## src/rtl/core/lms_ram.sv

```systemverilog
// ----------------------------------------------------------------------------
// lms_ram
// simple dual port ram, one write and one registered read port
// ----------------------------------------------------------------------------
module lms_ram #(
    parameter int WIDTH  = 32,
    parameter int DEPTH  = 16,
    parameter int ADDR_W = (DEPTH > 1) ? $clog2(DEPTH) : 1
) (
    input  logic              i_clk,
    input  logic              i_we,
    input  logic [ADDR_W-1:0] i_waddr,
    input  logic [WIDTH-1:0]  i_wdata,
    input  logic              i_re,
    input  logic [ADDR_W-1:0] i_raddr,
    output logic [WIDTH-1:0]  o_rdata
);
    logic [WIDTH-1:0] r_mem [DEPTH];
    logic [WIDTH-1:0] r_rdata;

    always_ff @(posedge i_clk) begin
        if (i_we) begin
            r_mem[i_waddr] <= i_wdata;
        end
        // read returns old data on a same-address write
        if (i_re) begin
            r_rdata <= r_mem[i_raddr];
        end
    end

    assign o_rdata = r_rdata;
endmodule

```

## config.mk

```make
export PLATFORM = sky130hd
export DESIGN_NAME = lms_ram
export DESIGN_NICKNAME = d
export VERILOG_FILES = /design/src/rtl/core/lms_ram.sv
export SDC_FILE = /design/constraint.sdc
export NUM_CORES = 1
export LEC_CHECK = 0
export BUFFER_PORTS_ARGS = -buffer_cell sky130_fd_sc_hd__buf_2
export CAP_MARGIN = 10
export CORE_MARGIN = 3
export CORE_UTILIZATION = 55
export DETAILED_ROUTE_END_ITERATION = 7
export GPL_ROUTABILITY_DRIVEN = 0
export PLACE_DENSITY_LB_ADDON = 0.05
export SYNTH_ARGS = -nofsm -noshare
export SYNTH_HDL_FRONTEND = slang
export SYNTH_SLANG_ARGS = --single-unit
```

## constraint.sdc

```tcl
create_clock -name i_clk -period 3.8 [get_ports i_clk]
set_clock_uncertainty 0.05 [all_clocks]
set_input_delay 0.76 -clock i_clk [delete_from_list [all_inputs] [get_ports i_clk]]
set_output_delay 0.76 -clock i_clk [all_outputs]
set_load 0.02 [all_outputs]
```

# After elaboration in Yosys (flattened, before gate mapping)
# Memory sizes are Yosys's and may differ from the RTL's. A register that Yosys moved wholly into a read port is not among the register bits.
# Index checks and enable logic that the tools add are counted.
[op_classes]
n_mux = 2
[ops]
columns = ["cell", "n"]
rows = [
  ["$mux W1", 2],
]
[totals]
ff_bits = 0
mem_bits_rw = 512
input_bits = 43
out_inout_bits = 32
elab_cells = 3
n_memories = 1
[mem_list]
columns = ["name", "words", "width", "rd", "rd_clocked_by_memory_dff", "write_ports", "line", "rtl"]
rows = [
  ["r_mem", 16, 32, 1, 1, 1, "18", "logic [WIDTH-1:0] r_mem [DEPTH];"],
]

# Longest topological paths before layout
[logic_depth]
ltp_word = 2
mapped_depth = 5
ltp_nobuf = 3

# Least setup slack after synthesis
# Ideal clock, no wire load.
[synth_timing]
path_kind = "input to register"
startpoint = "in i_waddr[2]"
endpoint = "mem r_mem[0][0] (enable)"
setup_ns = 0.461
arrival_time_ns = 3.478
required_ns = 3.289
path_slack_ns = -0.190
stages = 2
path_buffers = 0
cell_sequence = "or3b_2 -> nor3_1"
[synth_lines]
columns = ["item", "line", "rtl"]
rows = [
  ["from (decl)", "12", "input logic [ADDR_W-1:0] i_waddr,"],
  ["to (decl)", "18", ""],
]
# No word-level cell before the write port.

# Final worst setup path
[layout_timing]
startpoint = "in i_waddr[2]"
endpoint = "mem r_mem[1][24] (enable)"
# No word-level cell before the write port.

==> run summary <==
number of I/O pins: 75
Syn Nets: 881
count of vias placed by the detailed router: 9096
cells after synthesis: 838
clock insertion delay at the later pin of the skew report: 0.58 ns
Reg clk slew, reported paths: 0.06 ns
maximum fanout along the worst path: 13
DRC violations left: 0
CORE AREA: 0.0358 mm²
cell breakdown of the critical path: buf_2 > or3b_2 > nor2_4 > buf_4
Multi-input gate area: 0.00375 mm²
CP Class: in -> reg
antenna violations before repair: 1
net switching fraction of the power: 20.1%
final number of max-transition violations: 0
Fmax: 470 MHz
area of all sequential standard cells: 0.0163 mm²
share of power burned in registers: 54.4%
final design utilization: 64.5%
static leakage: 7.41 nW
clock buffers created by TritonCTS: 54
Setup Total Neg Slack: 0 ns
count of cell types in the netlist: 17
share of final-layout standard cells stronger than drive strength 1: 32.4%
Slowest cell on crit path: or3b_2
Starting Density: 56.3%
die outline area: 0.0390 mm²
Worst-Margin Slew: 1.18 ns
number of setup violations in the final report: 0
clock network fraction of design power: 40.7%
RSZ-0062 raised after global routing: false
Warnings, synthesis: 0
sum of net half-perimeters after detailed placement: 21900 µm
initial drt markers: 790
result of the run: complete, no violations
most common cell after layout, fill and taps aside: edfxtp_1
clock tree from TritonCTS: yes
Cell Area, Placed: 0.0214 mm²
critical path buffer and inverter count: 2
sort of element at the end of the critical path: flip-flop
Die Y: 198 µm
fillers: 2350
count of maximum capacitance violations: 0
cell count after placement: 1362
GR Util All Layers: 22.8%
data arrival time of the worst path: 2.33 ns
number of nets in the final layout: 1000
Worst Hold Slack: 0.497 ns
largest net degree at the start of global routing: 51
Pint: 9.99 mW
x dimension of the die: 198 µm
largest voltage drop on the vdd net: 0.440 mV
commonest cells after routing, fill and taps aside: edfxtp_1, mux4_2, buf_2, a22oi_1, clkbuf_16
total of flip-flops plus latches after synthesis: 544
Pre-antenna DRT Iters: 5
Post-Layout Inst Area: 0.0231 mm²
final antenna-violating net count: 0
wire length of the first global-routing pass: 63400 µm
final clock period utilization by the worst path: 55.9%
number of port buffers: 74
headroom to the max-slew limit: 21.6%
WL final: 43400 µm
number of placement rows: 69
switching component of the power: 2.52 mW
Top delay family on crit path: simple AND/OR/NAND/NOR gates
Hold Buf Count CTS: 0
Setup Buffers After CTS: 0
Final Critical Period: 2.13 ns
power density over the cells: 541 mW/mm²
routed wirelength normalized by instance count: 29.6 µm
CP peak stage delay: 0.60 ns
quantity of gates resized following cts: 0
total grt overflow: 0
Sink Count: 544
library cell used as clock root buffer: clkbuf_16
part of the power in combinational logic: 4.9%
required arrival time at the worst endpoint: 4.00 ns
# H-tree levels: 2
filler-free cell count of the finished design: 1464
Avg Inst Size Synth: 24.1 µm²
critical path startpoint category: input pin
share of the yosys chip area belonging to registers: 81.0%
final hold violation count: 0
vias per cell: 6.21
vias in the first global route: 9604
Post-Synthesis Cell Area: 0.0202 mm²
Synth-to-Final Area Change: 14.5%
Clock Path Buffers: 3
path type of the worst min-delay path: in -> reg
-- cell usage after synthesis --
cell | number | area [µm²]
nand2b_1 | 2 | 12.5
nor3_1 | 4 | 20.0
clkbuf_1 | 17 | 63.8
and2_1 | 1 | 6.26
or3b_2 | 1 | 8.76
a22oi_1 | 64 | 480
nand2_1 | 33 | 124
nand3b_1 | 2 | 15.0
mux4_2 | 128 | 2880
nand3_1 | 1 | 5.00
buf_4 | 11 | 82.6
edfxtp_1 | 544 | 16300
nor2_1 | 13 | 48.8
nor2b_1 | 2 | 12.5
buf_1 | 9 | 33.8
buf_2 | 4 | 20.0
buf_6 | 2 | 22.5
-- power groups by stage --
stage	sequential, mW	combinational [mW]	clock (mW)
2_1_floorplan	6.95	0.323	0
3_5_place_dp	6.92	0.623	0
3_3_place_gp	6.91	0.606	0
4_1_cts	6.80	0.625	5.18
5_1_grt	6.81	0.660	5.45
6_report	6.80	0.614	5.09
-- path summary, 6_finish.rpt --
path,from,to,slack (ns),depth (start not counted)
worst max-delay path,i_waddr[2],r_mem[1][24],1.67,4
worst min register to register,r_mem[4][21],o_rdata[21],0.69,3
worst max register to register,r_mem[3][12],o_rdata[12],2.27,3
worst min-delay path,i_wdata[26],r_mem[15][26],0.50,1
-- cell families after synthesis --
family	share of synthesized area, %
muxes	14.3
AOI/OAI and AO/OA	2.38
buffers and inverters	1.10
DFF	81.0
and+or+nand+nor	1.25
-- through the flow --
stage	setup slack, ns	power, mW
CTS	1.67	12.6
detailed placement	1.04	7.55
global placement	1.09	7.52
finish	1.67	12.5
global route	1.57	12.9
floorplan	0.111	7.28
-- layer usage --
layer	vias to the layer above	routed length, µm	GRT usage [%]
li1	3849	-	-
met1	4887	17000	30.4
met2	295	22600	39.2
met3	65	2830	4.52
met4	0	895	6.47
met5	-	0	0
-- flip-flops by register name (all words and copies together), names as in the netlist --
signal,cells
r_mem,512
o_rdata,32
-- area by class of cell --
class | count | area share (%)
multi-input cells | 251 | 16.3
well taps | 461 | 2.50
diodes | 2 | 0.0217
flip-flops and latches | 544 | 70.7
clock buffers | 70 | 6.39
repair buffers | 106 | 3.12
clock inverters | 30 | 1.01
Power figures use the tool's default switching activity.
